===== src/rlc_pkg.sv =====
// shared types and constants of the run-length compressor
// no dependencies
package rlc_pkg;

	localparam int COUNT_DIGITS_DEF = 5;
	localparam int TOTAL_BITS_DEF   = 32;
	localparam int QUEUE_DEPTH      = 4;

	localparam logic [7:0] ASCII_ZERO = 8'h30;
	localparam logic [7:0] ASCII_NINE = 8'h39;

	typedef struct packed {
		logic [7:0] symbol;
		logic       stream_end;
	} in_beat_t;

	typedef struct packed {
		logic [7:0]  out_byte;
		logic        is_count_digit;
		logic        last_of_item;
		logic        stream_done;
		logic [31:0] total_length;
		logic        count_saturated;
	} out_beat_t;

	// one queued run: its symbol and flags, plus an optional single-symbol tail run
	typedef struct packed {
		logic [7:0] run_sym;
		logic       run_ovf;
		logic       has_tail;
		logic [7:0] tail_sym;
		logic       stream_end;
	} run_info_t;

	typedef enum logic [1:0] {
		PH_SYM,
		PH_DIGIT,
		PH_TAIL
	} back_phase_t;

endpackage


===== src/rlc_front.sv =====
// front part: accepts input beats, tracks the open run, pushes closed runs
// depends on rlc_pkg
module rlc_front #(
	parameter int COUNT_DIGITS = rlc_pkg::COUNT_DIGITS_DEF
) (
	input  logic                      clk,
	input  logic                      arst_n,
	input  logic                      accept,
	input  rlc_pkg::in_beat_t         item,
	output logic                      push,
	output rlc_pkg::run_info_t        rec_info,
	output logic [4*COUNT_DIGITS-1:0] rec_count
);

	localparam int CW = 4 * COUNT_DIGITS;

	logic [7:0]    sym_q;
	logic [CW-1:0] cnt_q;
	logic          active_q;
	logic          ovf_q;

	logic [CW-1:0] cnt_inc;
	logic          all_nines;
	logic          carry;
	logic          same;
	logic          changed;

	// bcd increment with ripple carry over the digits, held at all nines
	always_comb begin
		all_nines = 1'b1;
		carry     = 1'b1;
		cnt_inc   = cnt_q;
		for (int i = 0; i < COUNT_DIGITS; i++) begin
			if (cnt_q[4*i +: 4] != 4'd9) begin
				all_nines = 1'b0;
			end
			if (carry) begin
				if (cnt_q[4*i +: 4] >= 4'd9) begin
					cnt_inc[4*i +: 4] = 4'd0;
				end else begin
					cnt_inc[4*i +: 4] = cnt_q[4*i +: 4] + 4'd1;
					carry             = 1'b0;
				end
			end
		end
		if (all_nines) begin
			cnt_inc = cnt_q;
		end
	end

	assign same    = active_q && (item.symbol == sym_q);
	assign changed = active_q && !same;
	assign push    = accept && (changed || item.stream_end);

	always_comb begin
		rec_info.has_tail   = changed && item.stream_end;
		rec_info.tail_sym   = item.symbol;
		rec_info.stream_end = item.stream_end;
		priority if (changed) begin
			rec_info.run_sym = sym_q;
			rec_info.run_ovf = ovf_q;
			rec_count        = cnt_q;
		end else if (same) begin
			rec_info.run_sym = sym_q;
			rec_info.run_ovf = ovf_q || all_nines;
			rec_count        = cnt_inc;
		end else begin
			rec_info.run_sym = item.symbol;
			rec_info.run_ovf = 1'b0;
			rec_count        = CW'(1);
		end
	end

	always_ff @(posedge clk or negedge arst_n) begin
		if (!arst_n) begin
			sym_q    <= '0;
			cnt_q    <= '0;
			active_q <= 1'b0;
			ovf_q    <= 1'b0;
		end else if (accept) begin
			priority if (item.stream_end) begin
				sym_q    <= '0;
				cnt_q    <= '0;
				active_q <= 1'b0;
				ovf_q    <= 1'b0;
			end else if (same) begin
				cnt_q <= cnt_inc;
				ovf_q <= ovf_q || all_nines;
			end else begin
				sym_q    <= item.symbol;
				cnt_q    <= CW'(1);
				active_q <= 1'b1;
				ovf_q    <= 1'b0;
			end
		end
	end

endmodule


===== src/rlc_queue.sv =====
// small register queue of closed runs between front and back
// depends on rlc_pkg
module rlc_queue #(
	parameter int W = 8
) (
	input  logic         clk,
	input  logic         arst_n,
	input  logic         push,
	input  logic [W-1:0] wr_data,
	input  logic         pop,
	output logic [W-1:0] head,
	output logic         full,
	output logic         empty
);

	localparam int DEPTH = rlc_pkg::QUEUE_DEPTH;
	localparam int PW    = $clog2(DEPTH);
	localparam int NW    = $clog2(DEPTH + 1);

	logic [W-1:0]  mem_q [DEPTH];
	logic [PW-1:0] wr_q;
	logic [PW-1:0] rd_q;
	logic [NW-1:0] fill_q;

	assign full  = (fill_q == NW'(DEPTH));
	assign empty = (fill_q == '0);
	assign head  = mem_q[rd_q];

	always_ff @(posedge clk) begin
		if (push) begin
			mem_q[wr_q] <= wr_data;
		end
	end

	always_ff @(posedge clk or negedge arst_n) begin
		if (!arst_n) begin
			wr_q   <= '0;
			rd_q   <= '0;
			fill_q <= '0;
		end else begin
			if (push) begin
				wr_q <= wr_q + PW'(1);
			end
			if (pop) begin
				rd_q <= rd_q + PW'(1);
			end
			unique case ({push, pop})
				2'b10:   fill_q <= fill_q + NW'(1);
				2'b01:   fill_q <= fill_q - NW'(1);
				default: fill_q <= fill_q;
			endcase
		end
	end

endmodule


===== src/rlc_back.sv =====
// back part: turns queued runs into output bytes, counts bytes per stream
// depends on rlc_pkg
module rlc_back #(
	parameter int COUNT_DIGITS = rlc_pkg::COUNT_DIGITS_DEF,
	parameter int TOTAL_BITS   = rlc_pkg::TOTAL_BITS_DEF
) (
	input  logic                      clk,
	input  logic                      arst_n,
	input  logic                      empty,
	input  rlc_pkg::run_info_t        head_info,
	input  logic [4*COUNT_DIGITS-1:0] head_count,
	output logic                      pop,
	output logic                      result_valid,
	input  logic                      result_ready,
	output rlc_pkg::out_beat_t        result
);

	localparam int CW = 4 * COUNT_DIGITS;
	localparam int IW = (COUNT_DIGITS > 1) ? $clog2(COUNT_DIGITS) : 1;

	rlc_pkg::back_phase_t phase_q, phase_n;
	logic [IW-1:0]         idx_q, idx_n;
	logic [TOTAL_BITS-1:0] bw_q, bw_inc;
	logic                  out_valid_q;
	rlc_pkg::out_beat_t    out_q;

	logic          step;
	logic          final_byte;
	logic          done;
	logic [IW-1:0] msd;
	logic [3:0]    dig;
	logic [3:0]    dig_c;
	logic [7:0]    byte_n;
	logic          is_digit_n;
	logic          ovf_n;

	assign step = !empty && (!out_valid_q || result_ready);
	assign pop  = step && final_byte;
	assign done = final_byte && head_info.stream_end;

	// most significant nonzero digit
	always_comb begin
		msd = '0;
		for (int i = 0; i < COUNT_DIGITS; i++) begin
			if (head_count[4*i +: 4] != 4'd0) begin
				msd = IW'(i);
			end
		end
	end

	assign dig   = head_count[4*idx_q +: 4];
	assign dig_c = (dig > 4'd9) ? 4'd9 : dig;

	always_comb begin
		phase_n    = phase_q;
		idx_n      = idx_q;
		final_byte = 1'b0;
		byte_n     = head_info.run_sym;
		is_digit_n = 1'b0;
		ovf_n      = head_info.run_ovf;
		unique case (phase_q)
			rlc_pkg::PH_SYM: begin
				if (head_count != CW'(1)) begin
					phase_n = rlc_pkg::PH_DIGIT;
					idx_n   = msd;
				end else if (head_info.has_tail) begin
					phase_n = rlc_pkg::PH_TAIL;
				end else begin
					final_byte = 1'b1;
				end
			end
			rlc_pkg::PH_DIGIT: begin
				byte_n     = rlc_pkg::ASCII_ZERO + {4'd0, dig_c};
				is_digit_n = 1'b1;
				if (idx_q != '0) begin
					idx_n = idx_q - IW'(1);
				end else if (head_info.has_tail) begin
					phase_n = rlc_pkg::PH_TAIL;
				end else begin
					final_byte = 1'b1;
				end
			end
			rlc_pkg::PH_TAIL: begin
				byte_n     = head_info.tail_sym;
				ovf_n      = 1'b0;
				final_byte = 1'b1;
			end
			default: begin
				final_byte = 1'b1;
			end
		endcase
		if (final_byte) begin
			phase_n = rlc_pkg::PH_SYM;
		end
	end

	// saturating byte counter of the current stream
	assign bw_inc = (bw_q == '1) ? bw_q : bw_q + TOTAL_BITS'(1);

	always_ff @(posedge clk or negedge arst_n) begin
		if (!arst_n) begin
			phase_q     <= rlc_pkg::PH_SYM;
			idx_q       <= '0;
			bw_q        <= '0;
			out_valid_q <= 1'b0;
		end else begin
			if (step) begin
				phase_q     <= phase_n;
				idx_q       <= idx_n;
				bw_q        <= done ? '0 : bw_inc;
				out_valid_q <= 1'b1;
			end else if (result_ready) begin
				out_valid_q <= 1'b0;
			end
		end
	end

	always_ff @(posedge clk) begin
		if (step) begin
			out_q.out_byte        <= byte_n;
			out_q.is_count_digit  <= is_digit_n;
			out_q.last_of_item    <= final_byte;
			out_q.stream_done     <= done;
			out_q.total_length    <= done ? 32'(bw_inc) : 32'd0;
			out_q.count_saturated <= ovf_n;
		end
	end

	assign result_valid = out_valid_q;
	assign result       = out_q;

endmodule


===== src/run_length_compressor.sv =====
// top level of the run-length compressor with decimal run counts
// depends on rlc_pkg, rlc_front, rlc_queue, rlc_back
//
// takes one byte beat per cycle and emits each run as its symbol followed,
// for runs longer than one, by the bcd run count as ascii digits with no
// leading zeros; the final byte of a stream carries stream_done and the
// stream's output byte count. the front tracks the open run and accepts a
// beat in every cycle in which the run queue (4 entries) has room; a beat
// that closes a run costs one queue entry. the back drains one queued run
// at one output byte per cycle while result_ready allows (1 to
// COUNT_DIGITS + 2 bytes per run), so the input stalls only while the
// run queue is full. the first byte of a run passes through the run queue
// and the output register before it shows on result. no clearing pass
// after reset
module run_length_compressor #(
	parameter int COUNT_DIGITS = rlc_pkg::COUNT_DIGITS_DEF,
	parameter int TOTAL_BITS   = rlc_pkg::TOTAL_BITS_DEF
) (
	input  logic               clk,
	input  logic               arst_n,
	input  logic               item_valid,
	output logic               item_ready,
	input  rlc_pkg::in_beat_t  item,
	output logic               result_valid,
	input  logic               result_ready,
	output rlc_pkg::out_beat_t result
);

	localparam int CW = 4 * COUNT_DIGITS;
	localparam int QW = $bits(rlc_pkg::run_info_t) + CW;

	// front to queue
	logic               accept;
	logic               push;
	rlc_pkg::run_info_t rec_info;
	logic [CW-1:0]      rec_count;

	// queue to back
	logic [QW-1:0]      head;
	rlc_pkg::run_info_t head_info;
	logic [CW-1:0]      head_count;
	logic               full;
	logic               empty;
	logic               pop;

	// a beat is taken whenever the queue can hold the run it may close
	assign item_ready = !full;
	assign accept     = item_valid && item_ready;

	rlc_front #(
		.COUNT_DIGITS(COUNT_DIGITS)
	) u_front (
		.clk      (clk),
		.arst_n   (arst_n),
		.accept   (accept),
		.item     (item),
		.push     (push),
		.rec_info (rec_info),
		.rec_count(rec_count)
	);

	rlc_queue #(
		.W(QW)
	) u_queue (
		.clk    (clk),
		.arst_n (arst_n),
		.push   (push),
		.wr_data({rec_info, rec_count}),
		.pop    (pop),
		.head   (head),
		.full   (full),
		.empty  (empty)
	);

	// split the head entry back into run info and bcd count
	assign head_info  = rlc_pkg::run_info_t'(head[QW-1:CW]);
	assign head_count = head[CW-1:0];

	rlc_back #(
		.COUNT_DIGITS(COUNT_DIGITS),
		.TOTAL_BITS  (TOTAL_BITS)
	) u_back (
		.clk         (clk),
		.arst_n      (arst_n),
		.empty       (empty),
		.head_info   (head_info),
		.head_count  (head_count),
		.pop         (pop),
		.result_valid(result_valid),
		.result_ready(result_ready),
		.result      (result)
	);

endmodule


===== config.mk =====
export PLATFORM = sky130hd
export DESIGN_NAME = run_length_compressor
export DESIGN_NICKNAME = d
export VERILOG_FILES = /design/src/rlc_pkg.sv /design/src/rlc_front.sv /design/src/rlc_queue.sv /design/src/rlc_back.sv /design/src/run_length_compressor.sv
export SDC_FILE = /design/constraint.sdc
export NUM_CORES = 1
export LEC_CHECK = 0
export BUFFER_PORTS_ARGS = -buffer_cell sky130_fd_sc_hd__buf_2
export CORE_MARGIN = 2
export CORE_UTILIZATION = 35
export CTS_BUF_LIST = sky130_fd_sc_hd__clkbuf_4 sky130_fd_sc_hd__clkbuf_8
export CTS_CLUSTER_DIAMETER = 80
export DETAILED_ROUTE_END_ITERATION = 12
export GPL_TIMING_DRIVEN = 0
export PLACE_DENSITY = 0.51
export SLEW_MARGIN = 20
export SYNTH_ARGS = -nofsm -noshare
export SYNTH_HDL_FRONTEND = slang
export SYNTH_SLANG_ARGS = --single-unit

===== constraint.sdc =====
create_clock -name clk -period 7.7 [get_ports clk]
set_input_delay 0.77 -clock clk [delete_from_list [all_inputs] [get_ports clk]]
set_output_delay 0.77 -clock clk [all_outputs]
set_load 0.1 [all_outputs]

# ---- Word-level counts from Yosys, hierarchy flattened
# Memories as Yosys holds them, arrays and structs flattened.
# Cells that the tools add are included.
dict set report word_totals {
  memories 1
  register_bits 119
  mem_bits_rw 156
  input_bits 13
  word_cells 142
}
# memory depth word_bits read_ports rd_clocked_by_memory_dff write_ports line
set mem_list {}
lappend mem_list {u_queue.mem_q 4 39 1 0 1 rlc_queue.sv:20} ;# logic [W-1:0] mem_q [DEPTH];
dict set report classes {
  eq_ne 17
  magnitude_cmp 6
  n_reduce_logical 29
  shift 1
  muxes 59
  add_sub_neg 12
}
# operator n
set op_table {}
lappend op_table {{$mux 20} 4}
lappend op_table {{$mux 32} 2}
lappend op_table {{$mux 4} 10}
lappend op_table {{$add 32x1->32 const B} 1}
lappend op_table {{$eq 32x32->1 const B} 1}
lappend op_table {{$mux 1} 25}
lappend op_table {{$add 4x1->4 const B} 5}
lappend op_table {{$ge 4x4->1 const B} 5}
lappend op_table {{$ne 20x1->1 const B} 1}
lappend op_table {{$ne 4x4->1 const B} 5}
lappend op_table {{$shiftx 20x6->4} 1}
lappend op_table {{$mux 9} 2}
lappend op_table {{$mux 8} 2}
lappend op_table {{$pmux 8 s2} 1}
lappend op_table {{$reduce_bool 4->1} 4}
lappend op_table {{$mux 3} 5}
lappend op_table {{$pmux 3 s2} 2}
lappend op_table {{$eq 8x8->1} 1}
lappend op_table {{$logic_and 1x1->1} 8}
lappend op_table {{$mux 2} 4}
lappend op_table {{$add 6x4->7 const A} 1}
lappend op_table {{$reduce_bool 2->1} 3}
lappend op_table {{$reduce_bool 3->1} 2}
lappend op_table {{$sub 3x1->3 const B} 2}
lappend op_table {{other kinds (18)} 27}

# ---- Depth between registers and ports, before layout
# Gate-level depths: netlist (run 1).
dict set report logic_depth {
  depth_word 9
  ltp_mapped 13
  ltp_nobuf 11
}

# ---- Modules after synthesis
# Synthesis (run 1) repeated with hierarchy kept, for this count alone.
dict set report unflattened {
  cells_unflattened 1020
  area_unflattened_um2 13465.4
}
# mod instances cells_per_inst area_each_um2
set by_module_without_submodules {}
lappend by_module_without_submodules {rlc_queue 1 240 6073.3}
lappend by_module_without_submodules {rlc_back 1 498 4787.1}
lappend by_module_without_submodules {rlc_front 1 280 2595.0}
lappend by_module_without_submodules {run_length_compressor 1 2 10.0}

# ---- Worst setup path before layout (run 1)
# Ideal clock, no wire load.
dict set report synth_path {
  path_kind {register to register}
  startpoint {register u_back.out_valid_q (netlist: u_back.result_valid)}
  endpoint {register u_back.bw_q[0]}
  path_slack_ns 3.976
  path_stages_with_launch 8
  setup_time_ns 0.101
  arrival_ns 3.623
  required_ns 7.599
  period_less_slack_ns 3.724
  cell_sequence {dfrtp_1 -> nor2b_1 -> or2_2 -> clkbuf_1 -> clkinv_1 -> clkbuf_1 -> o21ai_2 -> o31ai_1}
}
dict set report synth_between {
  elab_chain_cells 3
}
# element line
set synth_lines {}
lappend synth_lines {{start, declared} rlc_back.sv:24} ;# logic out_valid_q;
lappend synth_lines {{start signal, assigned} rlc_back.sv:105} ;# out_valid_q <= 1'b0;
lappend synth_lines {{start signal, assigned} rlc_back.sv:111} ;# out_valid_q <= 1'b1;
lappend synth_lines {{start signal, assigned} rlc_back.sv:113} ;# out_valid_q <= 1'b0;
lappend synth_lines {{$logic_not 1->1} rlc_back.sv:37} ;# assign step = !empty && (!out_valid_q || result_ready);
lappend synth_lines {{$logic_or 1x1->1} rlc_back.sv:37}
lappend synth_lines {{$logic_and 1x1->1} rlc_back.sv:37}
lappend synth_lines {{net u_back.step} rlc_back.sv:27} ;# logic step;
lappend synth_lines {{end signal, assigned} rlc_back.sv:110} ;# bw_q <= done ? '0 : bw_inc;
lappend synth_lines {{end, declared} rlc_back.sv:23} ;# logic [TOTAL_BITS-1:0] bw_q, bw_inc;
# The timed path passes the listed nets, and every way through them passes these cells.
# A chain may end at the register's enable or synchronous reset.

# ---- Final worst setup path (run 1)
dict set report layout_path {
  startpoint {register u_queue.rd_q[1]}
  endpoint {register u_queue.fill_q[1]}
}
dict set report layout_between {
  elab_chain_cells 7
  word_cells_on_any_way 11
  classes_between {eq/ne (3); mux (5); reduce/logical (2); memory (1)}
}
# element line
set layout_lines {}
lappend layout_lines {{start, declared} rlc_queue.sv:22} ;# logic [PW-1:0] rd_q;
lappend layout_lines {{start signal, assigned} rlc_queue.sv:45} ;# rd_q <= rd_q + PW'(1);
lappend layout_lines {{$mem_v2 4x39 *} n/a}
lappend layout_lines {{$ne 20x1->1 / $mux 1 (equally long branches)} {rlc_back.sv:63, rlc_back.sv:66, rlc_back.sv:77}}
lappend layout_lines {{$mux 1 (on tied branches)} {rlc_back.sv:63, rlc_back.sv:75}}
lappend layout_lines {{$pmux 1 s2 *} rlc_back.sv:61} ;# unique case (phase_q)
lappend layout_lines {{$logic_and 1x1->1 *} rlc_back.sv:38} ;# assign pop = step && final_byte;
lappend layout_lines {{net pop} run_length_compressor.sv:44} ;# logic pop;
lappend layout_lines {{$eq 2x1->1 / $eq 2x2->1 (equally long branches)} rlc_queue.sv:47} ;# unique case ({push, pop})
lappend layout_lines {{$pmux 3 s2 / $reduce_bool 2->1 (equally long branches)} n/a}
lappend layout_lines {{end signal, assigned} rlc_queue.sv:48} ;# 2'b10: fill_q <= fill_q + NW'(1);
lappend layout_lines {{end signal, assigned} rlc_queue.sv:49} ;# 2'b01: fill_q <= fill_q - NW'(1);
lappend layout_lines {{end signal, assigned} rlc_queue.sv:50} ;# default: fill_q <= fill_q;
lappend layout_lines {{end, declared} rlc_queue.sv:23} ;# logic [NW-1:0] fill_q;
# The timed path passes the listed nets; every way through them passes the cells marked *.

==> results of run 1 <==
registers in the layout, indices dropped and copies added (netlist names):
name / flops
u_front.ovf_q: 1
u_queue.mem_q: 156
u_queue.fill_q: 3
u_front.active_q: 1
u_back.result: 44
u_back.idx_q: 3
u_back.phase_q: 2
u_front.sym_q: 8
u_queue.rd_q: 2
u_queue.wr_q: 2
u_back.result_valid: 1
u_back.bw_q: 32
u_front.cnt_q: 20
cell type report:
cell class	instances	area, µm²	area share (%)
multi-input cells	623	4671	31.36
repair buffers	62	384.1	2.579
well taps	468	585.6	3.932
plain buffers	46	224.0	1.504
flip-flops and latches	275	7883	52.93
clock inverters	19	170.2	1.143
inverters	35	131.4	0.8822
clock buffers	69	843.3	5.663
final timing paths:
kind,startpoint,endpoint,depth (start not counted)
max,u_queue.rd_q[1],u_queue.fill_q[1],10
min,arst_n,u_back.bw_q[3],1
max reg2reg,u_queue.rd_q[1],u_queue.fill_q[1],10
min reg2reg,u_queue.fill_q[2],u_queue.fill_q[2],1
max in group asynchronous,arst_n,u_front.sym_q[5],2
min in group clk,u_queue.fill_q[2],u_queue.fill_q[2],1
worst reg2reg max path: stages, from the launching register on:
cell and delay, ns:
dfrtp_1 0.48, buf_1 0.57, mux4_2 0.47, nor4_1 0.46, nand3_1 0.21, o21a_1 0.28
clkbuf_1 0.26, nor2_1 0.35, ha_1 0.27, fa_1 0.42, mux2_2 0.26
kinds of logic (layout without fill, tap and decap cells):
group / Yosys count / count (layout) / share of synthesized area, %
xor gates and xnor gates: 59 / 59 / 4.007
buffers and inverters: 81 / 231 / 2.726
DFF: 275 / 275 / 61.12
adders and majority gates: 27 / 27 / 2.678
AOI/OAI and AO/OA: 156 / 156 / 7.965
muxes: 66 / 66 / 9.313
and+or+nand+nor: 315 / 315 / 12.19
synth_stat cells, types with 4 or more instances:
cell,number,area share [%]
dfrtp_1,75,15
a21oi_2,5,0.34
a31oi_1,4,0.19
and3_1,5,0.24
and2_1,16,0.78
a21oi_1,28,1.1
nor2_1,91,2.6
nand4b_1,6,0.41
o41ai_1,4,0.27
o22ai_1,7,0.34
a21o_1,5,0.29
a22oi_1,11,0.64
mux2_2,12,1.0
o31ai_1,15,0.87
xnor2_1,26,1.8
mux2i_1,12,0.93
nor4_1,15,0.73
and4_1,4,0.27
o21ai_0,42,1.6
nand4_1,15,0.73
buf_6,5,0.44
or4_1,7,0.41
mux4_2,42,7.3
nand3_1,31,1.2
nand2b_1,4,0.19
a32o_1,4,0.31
xor2_1,33,2.2
buf_2,8,0.31
edfxtp_1,200,47
o211ai_1,5,0.29
ha_1,26,2.5
inv_1,34,0.99
nor3_1,22,0.85
a22o_1,5,0.34
clkbuf_1,30,0.87
or2_2,5,0.24
nand2_1,72,2.1
or3_1,4,0.19
power breakdown:
part           internal, mW  switching [mW]  leakage [nW]  total, mW
Sequential             1.92           0.118          2.92       2.04
Combinational         0.607            1.50          2.00       2.11
Clock                 0.807           0.600         0.534       1.41
per-stage QoR:
stage | cell area [µm²] | worst slack (ns) | power, mW | hold slack, ns | util [%]
after CTS | 14890 | 3.559 | 5.642 | 0.08257 | 40.87
after global routing | 14890 | 3.322 | 5.856 | 0.1118 | 40.87
final | 14890 | 3.566 | 5.556 | 0.1129 | 40.87
after global placement | 13770 | 2.412 | 4.193 | 0.4815 | 37.80
after floorplan | 12900 | 3.976 | 3.660 | 0.4559 | -
after detailed placement | 13880 | 3.559 | 4.213 | 0.4876 | 38.09
layout by cell type (no fill, tap or decap), drive strengths merged, types with 22 or more instances in the layout:
master    n
xor2     33
a21oi    33
nor3     22
nand2    72
clkbuf   99
mux4     42
ha       26
inv      35
buf      78
dfrtp    75
nor2     92
edfxtp  200
o21ai    43
xnor2    26
nand3    31
per-layer routing:
layer / part of all wire [%] / vias to the layer above / GRT usage, %
met3: 4.3 / 63 / 2.819
met5: 0 / - / 0
met2: 48 / 193 / 27.49
li1: - / 3930 / -
met4: 2.4 / 0 / 5.219
met1: 46 / 4142 / 21.70
==> impl_metrics.json, run 1 <==
{
  "status": "finished clean",
  "clockBufferDepth": 3,
  "grt_max_degree": 41,
  "post-cts-setup-buffers": 0,
  "worst_pin_slew_ns": 1.114,
  "crit_type": "flip-flop to flip-flop",
  "slew_viol_final": 0,
  "ys_types": 63,
  "nNetsFinal": 1130,
  "detail-route-antenna-nets": 0,
  "worstPathArrival_ns": 4.60,
  "dr.first_iter.drc_count": 506,
  "synthesis.area_um2": 12900,
  "drc_errors": 0,
  "cts_buffers": 47,
  "path_max_fanout": 10,
  "clk_pin_slew_worst_paths_ns": 0.06,
  "cts_tree": "yes",
  "startpoint_type": "flip-flop",
  "routed_wl_um": 30690,
  "syn_inst": 979,
  "rsz0062_at_grt": "no",
  "hold_viol": 0,
  "ys.flop_type": "edfxtp_1",
  "ys_seq_elements": 275,
  "fin_skew_ns": 0.02585,
  "slowest_stage": "buf_1",
  "cts_root_buffer": "clkbuf_8",
  "fin_crit_ns": 4.134,
  "die-area_um2": 38400,
  "core_um2": 36430,
  "clk_latency_ns": 0.58,
  "cpLargestDelayFamily": "simple AND/OR/NAND/NOR gates",
  "cts.sinks": 275,
  "synth-edff-count": 200,
  "fmax_ghz": 0.2419,
  "synth_area_per_cell_um2": 13.17,
  "area.growth.synth_to_final_pct": 15.46,
  "first_pass_iters": 5,
  "grt_pass1_vias": 8613,
  "drv_cap": 0,
  "fin_crit_sh_pct": 53.68,
  "dieWidth_um": 196.0,
  "finalSetupTns_ns": 0,
  "cts_resized": 0,
  "hp-class": "primary input to async pin",
  "drive_gt1_share_pct": 20.64,
  "yosys_warnings": 0,
  "grtUsageTotal_pct": 16.37,
  "grt-ovfl-total": 0,
  "h-tree-depth": 2,
  "r2r_setup_slack_ns": 3.57,
  "peakVddDrop_mv": 0.2077,
  "port_buffers": 58,
  "power_density_nw_per_um2": 373.1,
  "ctsHoldBuffers": 0,
  "vias": 8328,
  "num_rows": 70,
  "start_util_pct": 35.40,
  "grt_antenna_before_repair": 0,
  "cpPeakStageDelay_ns": 0.56,
  "dp.cells": 1509,
  "avgViaCountPerCell": 5.215,
  "cp.required_ns": 8.16,
  "dieHeight_um": 196.0,
  "post_drt_wl_per_cell_um": 19.22,
  "worstPathCellList": "buf_1 -> mux4_2 -> nor4_1 -> nand3_1 -> o21a_1 -> clkbuf_1 -> nor2_1 -> ha_1 -> fa_1 -> mux2_2",
  "grt_pass1_wl_um": 48860,
  "synth.net_count": 1019,
  "cp-end-kind": "flip-flop",
  "slew_headroom_pct": 25.17,
  "setup_viol": 0,
  "async_flop_share_pct": 27.27,
  "dp_hpwl_um": 21030,
  "n_fill_cell": 3488,
  "path_buf_inv": 2,
  "leakagePower_nw": 5.457,
  "fin_cells": 1597,
  "finalWeightedCongestion": 0.8282,
  "ios": 59,
  "yosysSeqAreaShare_pct": 61.12,
  "num_antenna_cells": 0
}
Power figures use the tool's default switching activity.
==> run 2: changes to the inputs <==
Settings changed: ABC_AREA from default to 1.
Clock period 7.7 ns to 4.3 ns, I/O delays scaled along.
==> run 2 against run 1 <==
  * Maximum frequency rose by 31%
  * Clock power rose by 72%
  * Synthesized cell count rose by 45%
  * Critical path depth rose by 3
  * Worst hold slack got worse by 0.051 ns
  * Non-clock buffer count rose by 14
  * Register-to-register slack got worse by 2.4 ns
  * Clock skew rose by 0.0054 ns
  * Highest routed layer unchanged
==> impl_metrics.json, run 2 <==
{
  "status": "finished clean",
  "detail-route-antenna-nets": 0,
  "worstPathCellList": "inv_1 -> clkbuf_1 -> a21oi_1 -> a32o_1 -> nand4_1 -> nand3_2 -> nand2_1 -> inv_1 -> ha_1 -> fa_1 -> a21oi_1 -> o21ai_0 -> xor2_1",
  "num_antenna_cells": 0,
  "yosys_warnings": 0,
  "setup_ws_ns": 1.134,
  "synth_top_area_share_pct": 45.03,
  "post_drt_wl_per_cell_um": 16.62,
  "grtUsageTotal_pct": 17.87,
  "synth_xor_area_share_pct": 1.904,
  "crit_start": "u_queue.rd_q[1]",
  "top_register": "u_queue.mem_q",
  "synth-compound-area-share_pct": 8.500,
  "r2r_end": "u_queue.fill_q[2]",
  "syn_inst": 1419,
  "ctsHoldBuffers": 1,
  "dieWidth_um": 199.2,
  "first_pass_iters": 5,
  "fin_skew_ns": 0.03129,
  "synth.net_count": 1459,
  "cts_root_buffer": "clkbuf_8",
  "startpoint_type": "flip-flop",
  "leakagePower_nw": 6.402,
  "cp_num_cells": 13,
  "hp-class": "primary input to flip-flop",
  "r2r_cells": 13,
  "yosysSeqAreaShare_pct": 59.10,
  "routed_wl_um": 34730,
  "worstSetupEndpoint": "u_queue.fill_q[2]",
  "cpPeakStageDelay_ns": 0.50,
  "cp-end-kind": "flip-flop",
  "path_buf_inv": 3,
  "combPwrFrac_pct": 42.4,
  "p_switching_mw": 4.834,
  "grt_antenna_before_repair": 1,
  "cts_resized": 0,
  "intPower_mw": 5.942,
  "synth_mux_area_share_pct": 0,
  "num_rows": 71,
  "slowest_stage": "dfrtp_1",
  "synth_commonest_cells": "nand2_1, edfxtp_1, inv_1",
  "largest_reg_flops": 156,
  "clk_latency_ns": 0.61,
  "hold_viol": 0,
  "power_frac_seq_pct": 35.1,
  "synthTopCellsByArea": "edfxtp_1, dfrtp_1, nand2_1, inv_1, nor2_1",
  "grt_max_degree": 56,
  "slew_headroom_pct": 36.94,
  "ys_types": 38,
  "rsz0062_at_grt": "no",
  "dr.first_iter.drc_count": 661,
  "start_util_pct": 35.49,
  "dieHeight_um": 199.2,
  "crit_type": "flip-flop to flip-flop",
  "ys_seq_elements": 275,
  "clk_pin_slew_worst_paths_ns": 0.06,
  "cpLargestDelayFamily": "buffers and inverters",
  "cts_tree": "yes",
  "fin_crit_ns": 3.166,
  "grt_pass1_wl_um": 54390,
  "synth_top_area_cell": "edfxtp_1",
  "cp.required_ns": 4.77,
  "cts.sinks": 275,
  "path_max_fanout": 10,
  "synth_fa_ha_area_share_pct": 2.589,
  "synth.most_common_cell": "nand2_1",
  "drive_gt1_share_pct": 12.99,
  "r2r_setup_slack_ns": 1.13,
  "h-tree-depth": 2,
  "drv_cap": 0,
  "power_frac_clock_pct": 22.5,
  "die-area_um2": 39680,
  "fin_crit_sh_pct": 73.63,
  "p_sw_share_pct": 44.86,
  "dp_hpwl_um": 24230,
  "drc_errors": 0,
  "fmax_ghz": 0.3159,
  "final_common_cell": "nand2_1",
  "peakVddDrop_mv": 0.2852,
  "setup_viol": 0,
  "place_ws_ns": 1.148,
  "synth_area_per_cell_um2": 9.399,
  "area.growth.synth_to_final_pct": 16.38,
  "vias": 10090,
  "worst_pin_slew_ns": 0.9361,
  "yosys.area_share.simple_pct": 21.11,
  "ys.flop_type": "edfxtp_1",
  "synthesis.area_um2": 13340,
  "async_flop_share_pct": 27.27,
  "slew_viol_final": 0,
  "finalWeightedCongestion": 0.9143,
  "power_mw": 10.78,
  "avgViaCountPerCell": 4.828,
  "ios": 59,
  "rr_startpoint": "u_queue.rd_q[1]",
  "synth_top_family_by_area": "simple AND/OR/NAND/NOR gates",
  "final_cell_mix": "nand2_1, edfxtp_1, inv_1",
  "grt_pass1_vias": 9942,
  "power_density_nw_per_um2": 694.3,
  "port_buffers": 58,
  "cts_buffers": 49,
  "grt-ovfl-total": 0,
  "worstPathArrival_ns": 3.63,
  "nNetsFinal": 1578,
  "post-cts-setup-buffers": 0,
  "core_um2": 37580,
  "synth-edff-count": 200,
  "clockBufferDepth": 3
}
## run 2: changes by cell type after synthesis, moves of 42 or more
| cell | change |
|---|---|
| nand3_1 | +71 |
| nand2_1 | +278 |
| inv_1 | +127 |
| mux4_2 | -42 |
| nor2_1 | +58 |
| o21ai_0 | +66 |
## run 2: area by class of cell
type | instances | area [µm²]
Buffer | 54 | 291.5
Clock buffer | 71 | 839.6
Clock inverter | 20 | 133.9
Fill cell | 3710 | 22060
Inverter | 164 | 618.1
Multi-Input combinational cell | 926 | 4582
Sequential cell | 275 | 7883
Tap cell | 511 | 639.4
Timing Repair Buffer | 68 | 534.3
## run 2: power by group through the flow
stage / Sequential (mW) / Combinational, mW / Clock, mW
after CTS: 3.79 / 4.62 / 2.50
after detailed placement: 3.83 / 4.60 / 0
after global placement: 3.87 / 4.45 / 0
after global routing: 3.84 / 5.00 / 2.62
final: 3.79 / 4.56 / 2.43
after floorplan: 4.96 / 2.22 / 0
## run 2: cell families (layout without fill, tap and decap cells)
| logic type | Yosys count | in the layout |
|---|---|---|
| buffers and inverters | 218 | 377 |
| adders and majority gates | 27 | 27 |
| and+or+nand+nor | 665 | 665 |
| AOI/OAI and AO/OA | 205 | 205 |
| xor gates and xnor gates | 29 | 29 |
| DFF | 275 | 275 |
## run 2: per-layer routing
metal	track usage, %	vias up	wire length (µm)
li1	-	4981	-
met1	23.12	4812	15570
met2	30.53	237	16720
met3	2.903	56	1607
met4	5.777	0	823
met5	0	-	0
## run 2: stage by stage
stage               hold WS, ns  util (%)  setup TNS, ns  instances  instance area, µm²
floorplan                0.1344         -              0       1419               13340
global placement         0.4993     37.96        -154.40       1988               14270
detailed placement       0.3129     38.69              0       1997               14540
CTS                     0.02066     41.30              0       2089               15520
global route            0.04025     41.30              0       2089               15520
finish                  0.06187     41.30              0       2089               15520
## run 2: how the worst min path moves through the flow
stage / startpoint / endpoint / slack (ns) / cells past startpoint
6_report: result_ready / u_back.result_valid / 0.06 / 2
5_1_grt: result_ready / u_back.result_valid / 0.04 / 2
2_1_floorplan: arst_n / u_back.bw_q[0] / 0.13 / 0
4_1_cts: result_ready / u_back.result_valid / 0.02 / 2
3_3_place_gp: u_back.phase_q[1] / u_back.phase_q[1] / 0.50 / 2
3_5_place_dp: arst_n / u_back.bw_q[20] / 0.31 / 1
## run 2: worst register-to-register path, delay by kind of cell, from the launching register on
family                     cells  cell delay, ns
buffers and inverters          3            0.68
AOI/OAI and AO/OA              4            0.62
adders and majority gates      2            0.61
DFF                            1            0.50
and+or+nand+nor                3            0.48
xor gates and xnor gates       1            0.15
==> run 3: changes to the inputs <==
Settings changed: ABC_AREA 1 to 0.
Clock period 4.3 ns to 3 ns, I/O delays scaled along.
==> run 3 against run 2 <==
  * The run now ends with negative setup slack left
  * First-iteration DRC count shrank 37%
  * Register-to-register slack lost 1.4 ns
  * Global-route usage shrank 1.1 points
  * Maximum frequency shrank 1.7%
  * Sequential power grew 38%
  * Wire length shrank 9.1%
  * Via count shrank 16%
  * Clock-buffer cell count grew 9
  * Final area grew 0.21%
  * Worst setup slack lost 1.4 ns
  * Worst hold slack lost 0.023 ns
  * Critical endpoint is now u_queue.fill_q[1]
  * Largest cell class unchanged
  * Highest routed layer unchanged
==> impl_metrics.json, run 3 (synthesis gave the netlist of run 1 again) <==
{
  "status": "finished with violations",
  "violations": "negative setup slack",
  "drc_errors": 0,
  "place_area_um2": 13910,
  "top_register": "u_queue.mem_q",
  "hold-path-endpoint": "u_queue.mem_q[2][25]",
  "regArea_um2": 7884,
  "dr.first_iter.drc_count": 417,
  "hold_slack_ns": 0.03874,
  "r2r_cells": 11,
  "fin_skew_ns": 0.02966,
  "r2r_setup_slack_ns": -0.22,
  "r2r_end": "u_queue.fill_q[1]",
  "finalWeightedCongestion": 0.8270,
  "drv_cap": 0,
  "grt-ovfl-total": 0,
  "fin_crit_sh_pct": 107.4,
  "worst_pin_slew_ns": 0.9518,
  "final_common_cell": "edfxtp_1",
  "num_rows": 70,
  "grt_pass1_vias": 8721,
  "first_pass_iters": 4,
  "cts_buffers": 49,
  "h-tree-depth": 2,
  "dp.cells": 1507,
  "multiInputGateArea_um2": 4954,
  "hold_viol": 0,
  "cp.required_ns": 3.45,
  "largest_reg_flops": 156,
  "fin_crit_ns": 3.222,
  "cts.sinks": 275,
  "rr_startpoint": "u_queue.rd_q[0]",
  "grt_pass1_wl_um": 49870,
  "peakVddDrop_mv": 0.4390,
  "hold_start": "item[5]",
  "start_util_pct": 35.40,
  "rsz0062_at_grt": "yes",
  "dieHeight_um": 196.0,
  "fmax_ghz": 0.3104,
  "dp_hpwl_um": 21090,
  "clk_pin_slew_worst_paths_ns": 0.06,
  "nNetsFinal": 1157,
  "worstPathArrival_ns": 3.67,
  "combPwrFrac_pct": 41.0,
  "hp-class": "primary input to flip-flop",
  "port_buffers": 58,
  "ios": 59,
  "num_antenna_cells": 0,
  "grtUsageTotal_pct": 16.75,
  "p_sw_share_pct": 39.63,
  "clockBufferDepth": 3,
  "intPower_mw": 9.122,
  "clk_latency_ns": 0.59,
  "setup_viol": 2,
  "p_switching_mw": 5.988,
  "startpoint_type": "flip-flop",
  "drive_gt1_share_pct": 25.93,
  "fin_cells": 1625,
  "n_fill_cell": 3417,
  "leakagePower_nw": 5.706,
  "cts_root_buffer": "clkbuf_8",
  "routed_wl_um": 31570,
  "crit_type": "flip-flop to flip-flop",
  "power_mw": 15.11,
  "slew_viol_final": 0,
  "path_max_fanout": 7,
  "vias": 8474,
  "dieWidth_um": 196.0,
  "power_density_nw_per_um2": 971.5,
  "slew_headroom_pct": 36.25,
  "avgViaCountPerCell": 5.215,
  "power_frac_clock_pct": 24.3,
  "hold_depth": 1,
  "detail-route-antenna-nets": 0,
  "power_frac_seq_pct": 34.6,
  "cts_tree": "yes",
  "grt_antenna_before_repair": 0,
  "grt_max_degree": 54,
  "final_cell_mix": "edfxtp_1, nor2_1, dfrtp_1",
  "area.growth.synth_to_final_pct": 20.60,
  "post_drt_wl_per_cell_um": 19.42,
  "core_um2": 36430,
  "final_area_um2": 15550,
  "cp-end-kind": "flip-flop",
  "die-area_um2": 38400,
  "setup_ws_ns": -0.2218
}
## run 3: worst max path at each step
stage | startpoint | endpoint | slack, ns | depth (start not counted)
after global routing | u_queue.rd_q[0] | u_queue.fill_q[1] | -0.31 | 11
after detailed placement | u_queue.rd_q[1] | u_queue.fill_q[1] | -0.67 | 10
final | u_queue.rd_q[0] | u_queue.fill_q[1] | -0.22 | 11
after floorplan | u_queue.rd_q[0] | u_queue.fill_q[1] | -0.02 | 11
after CTS | u_queue.rd_q[0] | u_queue.fill_q[1] | -0.24 | 11
after global placement | item[4] | u_queue.mem_q[0][27] | -0.74 | 7
## run 3: layout make-up
| type | instances | share of cell area, % |
|---|---|---|
| Tap cell | 468 | 3.765 |
| Clock inverter | 11 | 0.6596 |
| Inverter | 35 | 0.8929 |
| Clock buffer | 80 | 5.993 |
| Buffer | 45 | 2.027 |
| Sequential cell | 275 | 50.69 |
| Multi-Input combinational cell | 623 | 31.85 |
| Timing Repair Buffer | 88 | 4.127 |
## run 3: power groups by stage
stage	Combinational [mW]	Sequential (mW)	Clock, mW
5_1_grt	6.63	5.31	3.94
3_5_place_dp	5.60	5.31	0
6_report	6.20	5.24	3.67
3_3_place_gp	5.57	5.31	0
2_1_floorplan	2.79	6.71	0
4_1_cts	6.01	5.24	3.78
## run 3: what timing repair did
item,4_1_cts,5_1_grt
hold buffers,8,0
pin swaps,7,12
setup buffers,11,7
resized for setup,37,40
endpoints found under the setup margin,243,117
hold endpoints to repair,100,0
cloned,1,2
## run 3: per-stage QoR
step           worst slack [ns]  utilization [%]  TNS [ns]
4_1_cts                 -0.2448            42.00   -0.3266
3_5_place_dp            -0.6678            38.17    -64.86
3_3_place_gp            -0.7424            38.00   -150.74
6_report                -0.2218            42.69   -0.2924
2_1_floorplan          -0.02477                -  -0.02477
5_1_grt                 -0.3072            42.69   -0.5686
## run 3: worst max-delay path, stage by stage, from the launching register on
cell and delay (ns):
dfrtp_1 0.37, buf_12 0.16, buf_12 0.14, mux4_2 0.56, nor4b_4 0.34, nand3_2 0.14, o21a_1 0.22, clkbuf_8 0.15
nor2_4 0.17, ha_4 0.17, fa_1 0.38, mux2_4 0.27
## run 3: per-layer routing
metal | track usage [%] | part of all wire [%]
met1 | 22.60 | 46
met4 | 5.724 | 2.7
met5 | 0 | 0
met3 | 2.940 | 4.5
met2 | 27.40 | 47
